File: src/fdss_pkg.sv
// Shared types, constants and digit tables for the seven-segment scan driver.
package fdss_pkg;

  localparam int DIGITS = 4;
  localparam int PIN_SHIFT = 13;
  localparam int PIN_W = 22;

  typedef logic [3:0] bcd_t;
  typedef logic [7:0] seg_pat_t;
  typedef seg_pat_t [DIGITS-1:0] digit_pats_t;

  typedef struct packed {
    logic empty;
    logic full;
  } q_status_t;

  // register indexes on the config channel
  localparam logic [1:0] REG_ENABLE = 2'd0;
  localparam logic [1:0] REG_SOURCE = 2'd1;

  // source select codes; the unused code 3 also reads as temperature
  localparam logic [1:0] SRC_TEMP    = 2'd0;
  localparam logic [1:0] SRC_SENSOR2 = 2'd1;
  localparam logic [1:0] SRC_TIME    = 2'd2;

  localparam logic [13:0] MAG_MAX  = 14'd9999;
  localparam logic [6:0]  HOLD_LIT = 7'd103;

  // reciprocal multipliers: x/1000 = (x*8389)>>23, x/100 = (x*41)>>12, x/10 = (x*103)>>10
  localparam logic [13:0] RECIP_1000 = 14'd8389;
  localparam logic [5:0]  RECIP_100  = 6'd41;
  localparam logic [6:0]  RECIP_10   = 7'd103;

  function automatic seg_pat_t seg_of(input bcd_t d);
    seg_pat_t p;
    unique case (d)
      4'd0: p = 8'hfc;
      4'd1: p = 8'h60;
      4'd2: p = 8'hda;
      4'd3: p = 8'hf2;
      4'd4: p = 8'h66;
      4'd5: p = 8'hb6;
      4'd6: p = 8'hbe;
      4'd7: p = 8'he0;
      4'd8: p = 8'hfe;
      4'd9: p = 8'hf6;
      default: p = 8'h00;
    endcase
    return p;
  endfunction

  function automatic logic [13:0] times_1000(input bcd_t q);
    logic [13:0] v;
    unique case (q)
      4'd0: v = 14'd0;
      4'd1: v = 14'd1000;
      4'd2: v = 14'd2000;
      4'd3: v = 14'd3000;
      4'd4: v = 14'd4000;
      4'd5: v = 14'd5000;
      4'd6: v = 14'd6000;
      4'd7: v = 14'd7000;
      4'd8: v = 14'd8000;
      4'd9: v = 14'd9000;
      default: v = 14'd0;
    endcase
    return v;
  endfunction

  function automatic logic [9:0] times_100(input bcd_t q);
    logic [9:0] v;
    unique case (q)
      4'd0: v = 10'd0;
      4'd1: v = 10'd100;
      4'd2: v = 10'd200;
      4'd3: v = 10'd300;
      4'd4: v = 10'd400;
      4'd5: v = 10'd500;
      4'd6: v = 10'd600;
      4'd7: v = 10'd700;
      4'd8: v = 10'd800;
      4'd9: v = 10'd900;
      default: v = 10'd0;
    endcase
    return v;
  endfunction

  function automatic logic [6:0] times_10(input bcd_t q);
    logic [6:0] v;
    unique case (q)
      4'd0: v = 7'd0;
      4'd1: v = 7'd10;
      4'd2: v = 7'd20;
      4'd3: v = 7'd30;
      4'd4: v = 7'd40;
      4'd5: v = 7'd50;
      4'd6: v = 7'd60;
      4'd7: v = 7'd70;
      4'd8: v = 7'd80;
      4'd9: v = 7'd90;
      default: v = 7'd0;
    endcase
    return v;
  endfunction

endpackage

File: src/fdss_front.sv
// Front end: accepts refresh items, splits them into digits, maps to segment patterns.
module fdss_front import fdss_pkg::*; (
  input  logic              clk,
  input  logic              rst,
  input  logic              start,
  output logic              busy,
  input  logic              display_enable,
  input  logic [1:0]        source_select,
  input  logic signed [15:0] temperature,
  input  logic [5:0]        minutes,
  input  logic [5:0]        seconds,
  input  q_status_t         q_status,
  output logic              push,
  output digit_pats_t       push_pats
);

  typedef struct packed {
    logic        time_mode;
    logic        neg;
    logic [13:0] mag;
    logic [5:0]  mins;
    logic [5:0]  secs;
  } s1_t;

  typedef struct packed {
    logic                   time_mode;
    logic                   neg;
    bcd_t                   thou;
    logic [9:0]             rem;
    bcd_t [DIGITS-1:0]      tdig;
  } s2_t;

  typedef struct packed {
    logic                   time_mode;
    logic                   neg;
    bcd_t                   thou;
    bcd_t                   hund;
    logic [6:0]             rem;
    bcd_t [DIGITS-1:0]      tdig;
  } s3_t;

  logic adv, acc, keep;
  logic v1, v2, v3;
  s1_t  s1, s1_next;
  s2_t  s2, s2_next;
  s3_t  s3, s3_next;

  logic        neg_in;
  logic [16:0] abs_in;

  logic [27:0] p3;
  bcd_t        q3;
  logic [12:0] pm, ps;
  bcd_t        mt, mo, st, so;
  logic [15:0] p2;
  bcd_t        q2;
  logic [13:0] p1;
  bcd_t        q1, q0;
  bcd_t [DIGITS-1:0] dig;

  // whole front advances together; holds only when the last stage cannot push
  assign adv  = !(v3 && q_status.full);
  assign busy = !adv;
  assign acc  = start && adv;
  assign keep = display_enable && (source_select != SRC_SENSOR2);

  // stage 1: classify and take the saturated magnitude
  always_comb begin
    neg_in = temperature[15];
    abs_in = neg_in ? 17'(17'h10000 - {1'b0, temperature}) : {1'b0, temperature};
    s1_next.time_mode = (source_select == SRC_TIME);
    s1_next.neg       = neg_in;
    s1_next.mag       = (abs_in > 17'(MAG_MAX)) ? MAG_MAX : abs_in[13:0];
    s1_next.mins      = minutes;
    s1_next.secs      = seconds;
  end

  // stage 2: thousands digit, and both time digit pairs
  always_comb begin
    p3 = 28'(s1.mag) * 28'(RECIP_1000);
    q3 = p3[26:23];
    pm = 13'(s1.mins) * 13'(RECIP_10);
    ps = 13'(s1.secs) * 13'(RECIP_10);
    mt = {1'b0, pm[12:10]};
    st = {1'b0, ps[12:10]};
    mo = 4'(7'(s1.mins) - times_10(mt));
    so = 4'(7'(s1.secs) - times_10(st));
    s2_next.time_mode = s1.time_mode;
    s2_next.neg       = s1.neg;
    s2_next.thou      = q3;
    s2_next.rem       = 10'(s1.mag - times_1000(q3));
    s2_next.tdig      = {mt, mo, st, so};
  end

  // stage 3: hundreds digit
  always_comb begin
    p2 = 16'(s2.rem) * 16'(RECIP_100);
    q2 = p2[15:12];
    s3_next.time_mode = s2.time_mode;
    s3_next.neg       = s2.neg;
    s3_next.thou      = s2.thou;
    s3_next.hund      = q2;
    s3_next.rem       = 7'(s2.rem - times_100(q2));
    s3_next.tdig      = s2.tdig;
  end

  // last stage: tens and ones, pick source, map to segments
  always_comb begin
    p1 = 14'(s3.rem) * 14'(RECIP_10);
    q1 = p1[13:10];
    q0 = 4'(s3.rem - times_10(q1));
    if (s3.time_mode) begin
      dig = s3.tdig;
    end else begin
      dig = {(s3.neg ? 4'd1 : s3.thou), s3.hund, q1, q0};
    end
    for (int i = 0; i < DIGITS; i++) begin
      push_pats[i] = seg_of(dig[i]);
    end
  end

  assign push = v3 && !q_status.full;

  always_ff @(posedge clk) begin
    if (rst) begin
      v1 <= 1'b0;
      v2 <= 1'b0;
      v3 <= 1'b0;
    end else if (adv) begin
      v1 <= acc && keep;
      v2 <= v1;
      v3 <= v2;
    end
  end

  always_ff @(posedge clk) begin
    if (adv) begin
      s1 <= s1_next;
      s2 <= s2_next;
      s3 <= s3_next;
    end
  end

endmodule

File: src/fdss_queue.sv
// Two-entry queue of digit patterns between the front end and the scanner.
module fdss_queue import fdss_pkg::*; (
  input  logic        clk,
  input  logic        rst,
  input  logic        push,
  input  digit_pats_t push_pats,
  input  logic        pop,
  output digit_pats_t pop_pats,
  output q_status_t   status
);

  digit_pats_t entries [2];
  logic        wr_ptr, rd_ptr;
  logic [1:0]  count, count_next;

  assign status.empty = (count == 2'd0);
  assign status.full  = (count == 2'd2);
  assign pop_pats     = entries[rd_ptr];

  always_comb begin
    count_next = count;
    if (push && !pop) begin
      count_next = 2'(count + 2'd1);
    end else if (pop && !push) begin
      count_next = 2'(count - 2'd1);
    end
  end

  always_ff @(posedge clk) begin
    if (rst) begin
      wr_ptr <= 1'b0;
      rd_ptr <= 1'b0;
      count  <= 2'd0;
    end else begin
      if (push) begin
        wr_ptr <= !wr_ptr;
      end
      if (pop) begin
        rd_ptr <= !rd_ptr;
      end
      count <= count_next;
    end
  end

  always_ff @(posedge clk) begin
    if (push) begin
      entries[wr_ptr] <= push_pats;
    end
  end

endmodule

File: src/fdss_back.sv
// Scanner: plays one queued item as eight pin states, lit then blank per digit.
module fdss_back import fdss_pkg::*; (
  input  logic              clk,
  input  logic              rst,
  input  q_status_t         q_status,
  input  digit_pats_t       pop_pats,
  output logic              pop,
  output logic              strobe,
  output logic [PIN_W-1:0]  segment_pins,
  output logic [3:0]        digit_select,
  output logic [6:0]        hold_us,
  output logic              last_of_scan
);

  logic        active;
  logic [2:0]  step;
  digit_pats_t pats;
  logic        lit;
  logic [1:0]  slot;
  seg_pat_t    pat;

  // next item starts right after the last blank of the current one
  assign pop = !q_status.empty && (!active || (step == 3'd7));

  always_ff @(posedge clk) begin
    if (rst) begin
      active <= 1'b0;
      step   <= 3'd0;
    end else if (pop) begin
      active <= 1'b1;
      step   <= 3'd0;
    end else if (active) begin
      if (step == 3'd7) begin
        active <= 1'b0;
      end
      step <= 3'(step + 3'd1);
    end
  end

  always_ff @(posedge clk) begin
    if (pop) begin
      pats <= pop_pats;
    end
  end

  // step/2 counts select lines from bit 0; that line lights digit 3 - step/2
  always_comb begin
    lit          = !step[0];
    slot         = step[2:1];
    pat          = pats[~slot];
    strobe       = active;
    segment_pins = lit ? {pat[7], pat, {PIN_SHIFT{1'b0}}} : '0;
    digit_select = lit ? ~(4'b0001 << slot) : 4'hF;
    hold_us      = lit ? HOLD_LIT : 7'd0;
    last_of_scan = active && (step == 3'd7);
  end

endmodule

File: src/four_digit_seven_segment_scan.sv
// Top level of the four-digit multiplexed seven-segment scan driver.
//
// A refresh item (temperature, minutes, seconds) is taken at a clock edge with
// start high and busy low. Depending on the config registers it becomes four
// decimal digits (temperature magnitude, saturated at 9999, or minutes and
// seconds), or is dropped when the display is disabled or the second-sensor
// source is selected. Each kept item gives eight results, highest digit first:
// a lit pin state with one select line low, then a blank one; the last blank
// carries last_of_scan. A result shows for exactly one cycle with strobe high.
// An accepted item passes pipeline registers s1, s2, s3, then the queue, then
// the scanner's pattern register; its eight results follow in consecutive
// cycles. The single result port limits the sustained rate. A three-stage
// digit pipeline and a two-entry queue take new items while the scanner runs;
// busy rises only when the last pipeline stage holds an item and the queue is
// full. Config writes (cfg_valid, always ready) should be made only while idle;
// the block itself does not enforce this. Reset: display enabled, temperature
// source, pipeline and queue empty. The receiver cannot stall; no result waits.
module four_digit_seven_segment_scan import fdss_pkg::*; (
  input  logic               clk,
  input  logic               rst,
  input  logic               start,
  output logic               busy,
  input  logic signed [15:0] temperature,
  input  logic [5:0]         minutes,
  input  logic [5:0]         seconds,
  input  logic               cfg_valid,
  output logic               cfg_ready,
  input  logic [1:0]         cfg_index,
  input  logic [1:0]         cfg_data,
  output logic               strobe,
  output logic [PIN_W-1:0]   segment_pins,
  output logic [3:0]         digit_select,
  output logic [6:0]         hold_us,
  output logic               last_of_scan
);

  logic        display_enable;
  logic [1:0]  source_select;
  logic        push, pop;
  digit_pats_t push_pats, pop_pats;
  q_status_t   q_status;

  assign cfg_ready = 1'b1;

  always_ff @(posedge clk) begin
    if (rst) begin
      display_enable <= 1'b1;
      source_select  <= SRC_TEMP;
    end else if (cfg_valid && cfg_ready) begin
      unique case (cfg_index)
        REG_ENABLE: display_enable <= cfg_data[0];
        REG_SOURCE: source_select  <= cfg_data;
        default: ;
      endcase
    end
  end

  fdss_front u_front (
    .clk            (clk),
    .rst            (rst),
    .start          (start),
    .busy           (busy),
    .display_enable (display_enable),
    .source_select  (source_select),
    .temperature    (temperature),
    .minutes        (minutes),
    .seconds        (seconds),
    .q_status       (q_status),
    .push           (push),
    .push_pats      (push_pats)
  );

  fdss_queue u_queue (
    .clk       (clk),
    .rst       (rst),
    .push      (push),
    .push_pats (push_pats),
    .pop       (pop),
    .pop_pats  (pop_pats),
    .status    (q_status)
  );

  fdss_back u_back (
    .clk          (clk),
    .rst          (rst),
    .q_status     (q_status),
    .pop_pats     (pop_pats),
    .pop          (pop),
    .strobe       (strobe),
    .segment_pins (segment_pins),
    .digit_select (digit_select),
    .hold_us      (hold_us),
    .last_of_scan (last_of_scan)
  );

endmodule
File: config.mk
export PLATFORM = sky130hd
export DESIGN_NAME = four_digit_seven_segment_scan
export DESIGN_NICKNAME = d
export VERILOG_FILES = /design/src/fdss_pkg.sv /design/src/fdss_front.sv /design/src/fdss_queue.sv /design/src/fdss_back.sv /design/src/four_digit_seven_segment_scan.sv
export SDC_FILE = /design/constraint.sdc
export NUM_CORES = 1
export LEC_CHECK = 0
export ABC_CLOCK_PERIOD_IN_PS = 8200
export BUFFER_PORTS_ARGS = -buffer_cell sky130_fd_sc_hd__buf_2
export CAP_MARGIN = 20
export CORE_MARGIN = 2
export CORE_UTILIZATION = 50
export CTS_BUF_LIST = sky130_fd_sc_hd__clkbuf_4
export DETAILED_ROUTE_END_ITERATION = 7
export PLACE_DENSITY = 0.68
export SLEW_MARGIN = 20
export SYNTH_ARGS = -nofsm -noshare
export SYNTH_HDL_FRONTEND = slang
export SYNTH_SLANG_ARGS = --single-unit
export TNS_END_PERCENT = 100
File: constraint.sdc
create_clock -name clk -period 8.2 [get_ports clk]
set_input_delay 0.82 -clock clk [delete_from_list [all_inputs] [get_ports clk]]
set_output_delay 0.82 -clock clk [all_outputs]
set_load 0.05 [all_outputs]
==> results of run 1 <==
## worst register-to-register path: stages, from the launching register on
cell and delay [ns]:
edfxtp_1 0.62, ha_1 0.39, ha_1 0.19, ha_1 0.27, ha_1 0.32, fa_1 0.54, inv_1 0.06, fa_1 0.51
inv_1 0.05, ha_1 0.29, and4_1 0.23, a221oi_1 0.31, o21ai_0 0.15, a211o_1 0.39, a21oi_2 0.55, o21ai_0 0.27
o21ai_0 0.21, ha_1 0.17, inv_1 0.05, fa_1 0.39, a21o_1 0.19, a21oi_1 0.21, o21bai_1 0.09, a21oi_1 0.17
xnor2_1 0.15, xnor2_1 0.08
## final cells by class
cell class,count,area [µm²],area share (%)
multi-input combinational,803,7560,51.1
sequential,187,5480,37.0
inverter,173,649,4.39
tap,372,465,3.15
timing repair buffer,60,324,2.19
clock inverter,15,191,1.29
clock buffer,17,128,0.862
antenna,1,2.50,0.0169
## cells in the mapped netlist, drive strengths merged (7+ instances only)
| cell type | number | area (µm²) |
|---|---|---|
| o21ai | 36 | 180 |
| nand3 | 18 | 103 |
| mux2i | 12 | 120 |
| xnor2 | 33 | 304 |
| nor3 | 13 | 65.1 |
| fa | 52 | 1040 |
| o21a | 9 | 75.1 |
| a211oi | 7 | 67.6 |
| clkbuf | 8 | 30.0 |
| edfxtp | 173 | 5190 |
| dfxtp | 14 | 280 |
| inv | 172 | 646 |
| a21oi | 48 | 248 |
| xor2 | 24 | 210 |
| a21o | 13 | 97.6 |
| or2 | 10 | 62.6 |
| and2 | 12 | 75.1 |
| mux4 | 7 | 158 |
| buf | 30 | 205 |
| mux2 | 34 | 387 |
| ha | 253 | 3170 |
| nor2 | 64 | 240 |
| nand2 | 53 | 209 |
## metrics by stage
stage | util [%] | setup slack (ns) | cell area (µm²) | hold WS, ns
2_1_floorplan | - | 1.96 | 13900 | 0.400
3_3_place_gp | 53.4 | 1.28 | 14500 | 0.402
3_5_place_dp | 53.4 | 1.16 | 14500 | 0.405
4_1_cts | 54.5 | 1.13 | 14800 | 0.340
5_1_grt | 54.6 | 0.694 | 14800 | 0.326
6_report | 54.6 | 1.12 | 14800 | 0.398
## per-layer routing
layer	share of wire, %	vias to the layer above
met5	0	-
met4	1.1	0
met3	2.2	17
met1	46	3966
li1	-	4252
met2	50	97
## flip-flops by register name (all words and copies together), names as in the netlist, 2 cells and up
signal / count
u_back.pats: 28
u_front.s2: 30
u_queue.count: 2
u_front.s1: 28
u_queue.entries: 56
source_select: 2
u_front.s3: 31
u_back.step: 3
## final timing paths
path / startpoint / slack [ns] / to
min reg2reg: u_front.s2[9] / 0.43 / u_front.s3[9]
min: minutes[3] / 0.40 / u_front.s1[9]
max reg2reg: u_front.s1[16] / 1.12 / u_front.s2[25]
max: u_front.s1[16] / 1.12 / u_front.s2[25]
## cells by family after synthesis
kind of cell,share of synthesized area [%]
xor+xnor,3.71
fa+ha+maj,30.4
flops,39.5
buf+inv,6.38
compound gates,7.39
simple gates,7.80
other cells,0.0542
mux,4.79
==> metrics, run 1 <==
outcome=complete, no violations; post-synthesis sequential area ratio=39.5%; fraction of the cycle the final worst path needs=86.3%; count of cells along the worst register-to-register path=25; Top-Level Pins=73; worst endpoint data arrival time=7.44 ns; Nets=1583; average size of a mapped cell=11.7 µm²; final weighted congestion in routability-driven placement=0.848; family with the most delay on the worst path=adder cells; antenna violations before repair=1; Yosys cell types=72; capturing element type of the critical path=register; global-route track usage on met3=2.30%; highest-utilization routing layer at the global route stage=met2; count of mapped cells out of synthesis=1186; number of buffers added by the clock tree synthesis step=17; area of the die=29100 µm²; maximum number of pins on one net before global-route repair=86; via count=8332; overall die width=170 µm; Maximum Capacitance Violations=0; global routing met1 resource utilization=21.4%; worst path buffer plus inverter count=3; Port-buffer cells=55; final-report hold violation count=0; setup bufs post-CTS=0; post-synthesis register bit count=187; Root Buffer Master=clkbuf_4; cell count after placement=1594; number of buffers between clock root and the deepest sink=2; Core Region=27100 µm²; share of synthesized flip-flops with an asynchronous set or reset=0%; met2 track utilization from global routing=30.4%; worst hold path stage count=1; CP Data Required Time=8.56 ns; remaining antenna violation count after routing=0; detailed placement HPWL=18100 µm; dominant register cell in the synthesized netlist=edfxtp_1; Die Span Y=170 µm; sum of overflow across all layers after global routing=0; final setup violating endpoints=0; CTS tree=yes; number of logic stages on the critical path including buffering=25; commonest cells after routing, fill and taps aside=ha_1, edfxtp_1, inv_1; category of the most critical setup path=register to register; post-detailed-routing wire length=23100 µm; area growth from synthesis to final layout=6.80%; Tot GR Track Use=16.9%; number of search-and-repair iterations in the first detailed-routing pass=4; number of fill cells=2320; highest attainable clock frequency=141 MHz; Cell Rows=60; Resized Gates After CTS=0; number of hold buffers added after cts=0; clock net sink count=187; vias in the first global route=8295; worst-skew pair later-pin latency=0.59 ns; delay of the slowest cell on the worst path=0.62 ns; number of warnings reported in the yosys synthesis log=0; final count of pins violating max slew=0; transition time at the pin with the least slew margin=0.869 ns; fin cells=1628; number of flops mapped to enable cells by yosys=173; post-route DRC violation count=0; class of the tightest hold or removal check=input pin to register; wire length of the first global-routing pass=39200 µm; per-cell via count in the routed design=5.12; proportion of layout cells with a drive suffix above 1=12.6%; clock period minus final worst setup slack=7.08 ns; Clk pin slew, worst setup/hold paths=0.19 ns; DR iter-0 viols=379; clock tree skew after final layout=0.0496 ns; H-tree lvl count=4; cell area after technology mapping=13900 µm²; post-DR wirelength/cell=14.2 µm; cell type with the highest occurrence count on the critical path=ha_1; tightest slew margin relative to the limit=41.9%; highest-delay cell along the critical path=edfxtp_1; crit path max fanout=14; commonest non-fill, non-tap cell in the layout=ha_1; CP startpoint kind=register; initial cell density of the core=51.1%; RSZ-0062 raised after global routing=false; total negative setup slack=0 ns
Power of run 1 is not shown: default switching activity piles up to over one toggle a cycle in this logic, so the estimate is an artifact.
==> inputs of run 2 (changes only) <==
--- a/config.mk
+++ b/config.mk
@@ -13,6 +13,7 @@
 export CTS_BUF_LIST = sky130_fd_sc_hd__clkbuf_4
 export DETAILED_ROUTE_END_ITERATION = 7
 export PLACE_DENSITY = 0.68
+export RECOVER_POWER = 50
 export SLEW_MARGIN = 20
 export SYNTH_ARGS = -nofsm -noshare
 export SYNTH_HDL_FRONTEND = slang
==> metrics, run 2 (synthesis gave the netlist of run 1 again) <==
Maximum Capacitance Violations=3; crit path max fanout=14; Resized Gates After CTS=0; number of search-and-repair iterations in the first detailed-routing pass=4; worst path buffer plus inverter count=3; vias in the first global route=8295; delay of the slowest cell on the worst path=0.62 ns; Die Span Y=170 µm; clock net sink count=187; number of buffers added by the clock tree synthesis step=17; final weighted congestion in routability-driven placement=0.848; flip-flop count of the largest register, all copies and words added=56; H-tree lvl count=4; Clk pin slew, worst setup/hold paths=0.19 ns; area of combinational cells with multiple inputs=7550 µm²; family with the most delay on the worst path=adder cells; maximum number of pins on one net before global-route repair=86; DR iter-0 viols=349; highest attainable clock frequency=141 MHz; area of the die=29100 µm²; Root Buffer Master=clkbuf_4; remaining antenna violation count after routing=0; transition time at the pin with the least slew margin=4.54 ns; RSZ-0062 raised after global routing=false; commonest cells after routing, fill and taps aside=ha_1, edfxtp_1, inv_1; register area=5480 µm²; wire length of the first global-routing pass=39200 µm; tightest slew margin relative to the limit=-203%; final setup violating endpoints=0; sum of overflow across all layers after global routing=0; setup bufs post-CTS=0; highest-delay cell along the critical path=edfxtp_1; Cell Rows=60; via count=8333; Top-Level Pins=73; detailed placement HPWL=18100 µm; overall die width=170 µm; initial cell density of the core=51.1%; area growth from synthesis to final layout=6.61%; final-report hold violation count=0; Core Region=27100 µm²; post-route DRC violation count=0; number of buffers between clock root and the deepest sink=2; post-DR wirelength/cell=14.2 µm; CP startpoint kind=register; post-detailed-routing wire length=23100 µm; cell type with the highest occurrence count on the critical path=ha_1; Tot GR Track Use=16.9%; final count of pins violating max slew=144; CTS tree=yes; worst-skew pair later-pin latency=0.59 ns; Nets=1583; category of the most critical setup path=register to register; number of hold buffers added after cts=0; violations in the final reports=capacitance limit, slew limit; fraction of the cycle the final worst path needs=86.3%; total negative setup slack=0 ns; outcome=complete, but fails checks; commonest non-fill, non-tap cell in the layout=ha_1; clock period minus final worst setup slack=7.08 ns; class of the tightest hold or removal check=input pin to register; worst endpoint data arrival time=7.44 ns; Register-to-Register Setup Slack=1.12 ns; Port-buffer cells=55; capturing element type of the critical path=register; proportion of layout cells with a drive suffix above 1=11.8%; antenna violations before repair=1; top register by number of flip-flops=u_queue.entries; CP Data Required Time=8.56 ns; biggest registers after layout=u_queue.entries x56, u_front.s3 x31, u_front.s2 x30; clock tree skew after final layout=0.0500 ns; number of fill cells=2326; per-cell via count in the routed design=5.12
run 2: cell count changes in the layout (fill, tap and decap cells not counted):
cell,delta
or2_4,-1
mux2_1,+4
buf_4,-2
buf_2,-1
buf_6,-1
or2_0,+1
nor2_4,-1
nor2_1,+1
mux2_2,-4
clkbuf_1,+4
run 2: final timing paths:
check                                    start        endpoint  cells after the start
worst max register to register  u_front.s1[16]  u_front.s2[25]                     25
worst max-delay path            u_front.s1[16]  u_front.s2[25]                     25
worst min-delay path                minutes[3]   u_front.s1[9]                      1
worst min register to register   u_front.s2[9]   u_front.s3[9]                      0
run 2: stage by stage:
stage	setup slack, ns	util, %	cells	hold WS [ns]	area [µm²]
after floorplan	1.96	-	1201	0.400	13900
after global placement	1.28	53.4	1594	0.402	14500
after CTS	1.13	54.5	1626	0.340	14800
after global routing	0.694	54.5	1628	0.326	14800
after detailed placement	1.16	53.4	1594	0.405	14500
final	1.12	54.5	1628	0.398	14800
run 2: worst reg2reg max path: stages (launching register included):
cell and delay, ns:
edfxtp_1 0.62, ha_1 0.39, ha_1 0.19, ha_1 0.27, ha_1 0.32, fa_1 0.54, inv_1 0.06, fa_1 0.51
inv_1 0.05, ha_1 0.29, and4_1 0.23, a221oi_1 0.31, o21ai_0 0.14, a211o_1 0.39, a21oi_2 0.55, o21ai_0 0.27
o21ai_0 0.21, ha_1 0.17, inv_1 0.05, fa_1 0.39, a21o_1 0.19, a21oi_1 0.21, o21bai_1 0.09, a21oi_1 0.17
xnor2_1 0.15, xnor2_1 0.08
run 2: final cells by class:
type	count	share of cell area, %
sequential	187	37.1
tap	372	3.15
clock buffer	17	0.864
clock inverter	15	1.30
inverter	173	4.40
multi-input combinational	803	51.1
antenna	1	0.0169
timing repair buffer	60	2.08
run 2: routing by layer:
layer | up-vias | global-route usage [%] | wire, µm
li1 | 4252 | - | -
met1 | 3972 | 21.4 | 10600
met2 | 94 | 30.4 | 11700
met3 | 15 | 2.30 | 484
met4 | 0 | 4.16 | 255
met5 | - | 0 | 0
Power of run 2 is left out for the same reason.
==> inputs of run 3 (changes only) <==
--- a/config.mk
+++ b/config.mk
@@ -8,6 +8,7 @@
 export ABC_CLOCK_PERIOD_IN_PS = 8200
 export BUFFER_PORTS_ARGS = -buffer_cell sky130_fd_sc_hd__buf_2
 export CAP_MARGIN = 20
+export CORE_ASPECT_RATIO = 2
 export CORE_MARGIN = 2
 export CORE_UTILIZATION = 50
 export CTS_BUF_LIST = sky130_fd_sc_hd__clkbuf_4
==> metrics, run 3 (synthesis gave the netlist of run 1 again) <==
Tot GR Track Use=18.4%; count of cells along the worst register-to-register path=26; antenna violations before repair=1; setup bufs post-CTS=0; Cell Rows=86; Clk pin slew, worst setup/hold paths=0.17 ns; vias in the first global route=9061; Resized Gates After CTS=0; Core Util, Final=53.7%; category of the most critical setup path=register to register; worst endpoint data arrival time=7.57 ns; final setup violating endpoints=0; RSZ-0062 raised after global routing=false; clock period minus final worst setup slack=7.20 ns; sum of overflow across all layers after global routing=0; transition time at the pin with the least slew margin=2.48 ns; top register by number of flip-flops=u_queue.entries; worst hold path stage count=1; final count of pins violating max slew=158; area growth from synthesis to final layout=6.37%; CP Data Required Time=8.57 ns; Nets=1586; highest attainable clock frequency=139 MHz; final-report hold violation count=0; total negative setup slack=0 ns; H-tree lvl count=4; wire length of the first global-routing pass=41100 µm; Root Buffer Master=clkbuf_4; final weighted congestion in routability-driven placement=0.899; proportion of layout cells with a drive suffix above 1=12.1%; Maximum Capacitance Violations=5; area of the die=29100 µm²; area of combinational cells with multiple inputs=7550 µm²; cell count after placement=1578; Top-Level Pins=73; overall die width=122 µm; outcome=complete, but fails checks; CP startpoint kind=register; fraction of the cycle the final worst path needs=87.8%; flip-flop count of the largest register, all copies and words added=56; Core Region=27400 µm²; number of search-and-repair iterations in the first detailed-routing pass=4; Die Span Y=239 µm; DR iter-0 viols=270; post-route DRC violation count=0; clock net sink count=187; initial cell density of the core=50.5%; detailed placement HPWL=21000 µm; number of fill cells=2441; class of the tightest hold or removal check=input pin to register; number of hold buffers added after cts=0; maximum number of pins on one net before global-route repair=59; register area=5480 µm²; via count=8601; violations in the final reports=capacitance limit, slew limit; worst-skew pair later-pin latency=0.63 ns; crit path max fanout=14; fin cells=1611; worst-case hold slack=0.358 ns; capturing element type of the critical path=register; tightest slew margin relative to the limit=-65.2%; clock tree skew after final layout=0.0314 ns; Port-buffer cells=55; remaining antenna violation count after routing=0; post-detailed-routing wire length=25000 µm; commonest non-fill, non-tap cell in the layout=ha_1; number of buffers between clock root and the deepest sink=2; biggest registers after layout=u_queue.entries x56, u_front.s3 x31, u_front.s2 x30; per-cell via count in the routed design=5.34; number of buffers added by the clock tree synthesis step=17; CTS tree=yes; post-DR wirelength/cell=15.5 µm; commonest cells after routing, fill and taps aside=ha_1, edfxtp_1, inv_1
==> run 3: cell count changes in the layout (fill, tap and decap cells not counted), sizes merged <==
cell      delta
inv          -8
clkinv       +4
clkinvlp     +3
clkbuf       +2
buf          +1
bufinv       +1
==> run 3: per-layer routing <==
layer  part of all wire (%)  GRT usage (%)  vias to the layer above
li1                       -              -                     4248
met1                     31           14.7                     4167
met4                    5.6           10.9                        0
met2                     61           38.8                      125
met5                      0              0                        -
met3                    2.1           2.98                       61
==> run 3: metrics by stage <==
| stage | worst slack (ns) | instance area (µm²) |
|---|---|---|
| 3_3_place_gp | 1.23 | 14500 |
| 3_5_place_dp | 1.06 | 14500 |
| 5_1_grt | 0.504 | 14700 |
| 6_report | 0.997 | 14700 |
| 2_1_floorplan | 1.96 | 13900 |
| 4_1_cts | 1.02 | 14800 |
==> run 3: path summary, 6_finish.rpt <==
check,startpoint,to,slack [ns]
max,u_front.s1[18],u_front.s2[25],1.0
min,minutes[0],u_front.s1[6],0.36
max reg2reg,u_front.s1[18],u_front.s2[25],1.0
min reg2reg,u_front.s2[8],u_front.s3[8],0.44
==> run 3: layout make-up <==
| class | count | share of cell area [%] |
|---|---|---|
| clock inverter | 15 | 1.23 |
| timing repair buffer | 63 | 2.14 |
| antenna | 1 | 0.0170 |
| sequential | 187 | 37.1 |
| tap | 352 | 2.99 |
| multi-input combinational | 803 | 51.2 |
| clock buffer | 17 | 0.866 |
| inverter | 173 | 4.41 |
==> run 3: worst max-delay path: stages, from the launching register on <==
cell and delay (ns):
edfxtp_1 0.57, ha_1 0.36, ha_1 0.30, ha_1 0.27, ha_1 0.31, fa_1 0.54
inv_1 0.05, fa_1 0.49, inv_1 0.04, ha_1 0.31, a21oi_1 0.14, nand2_1 0.07
a221oi_1 0.34, o21ai_0 0.15, a211o_1 0.41, a21oi_2 0.57, o21ai_0 0.27, o21ai_0 0.21
ha_1 0.16, inv_1 0.05, fa_1 0.39, a21o_1 0.19, a21oi_1 0.22, o21bai_1 0.09
a21oi_1 0.19, xnor2_1 0.16, xnor2_1 0.09
Power of run 3 is left out for the same reason.
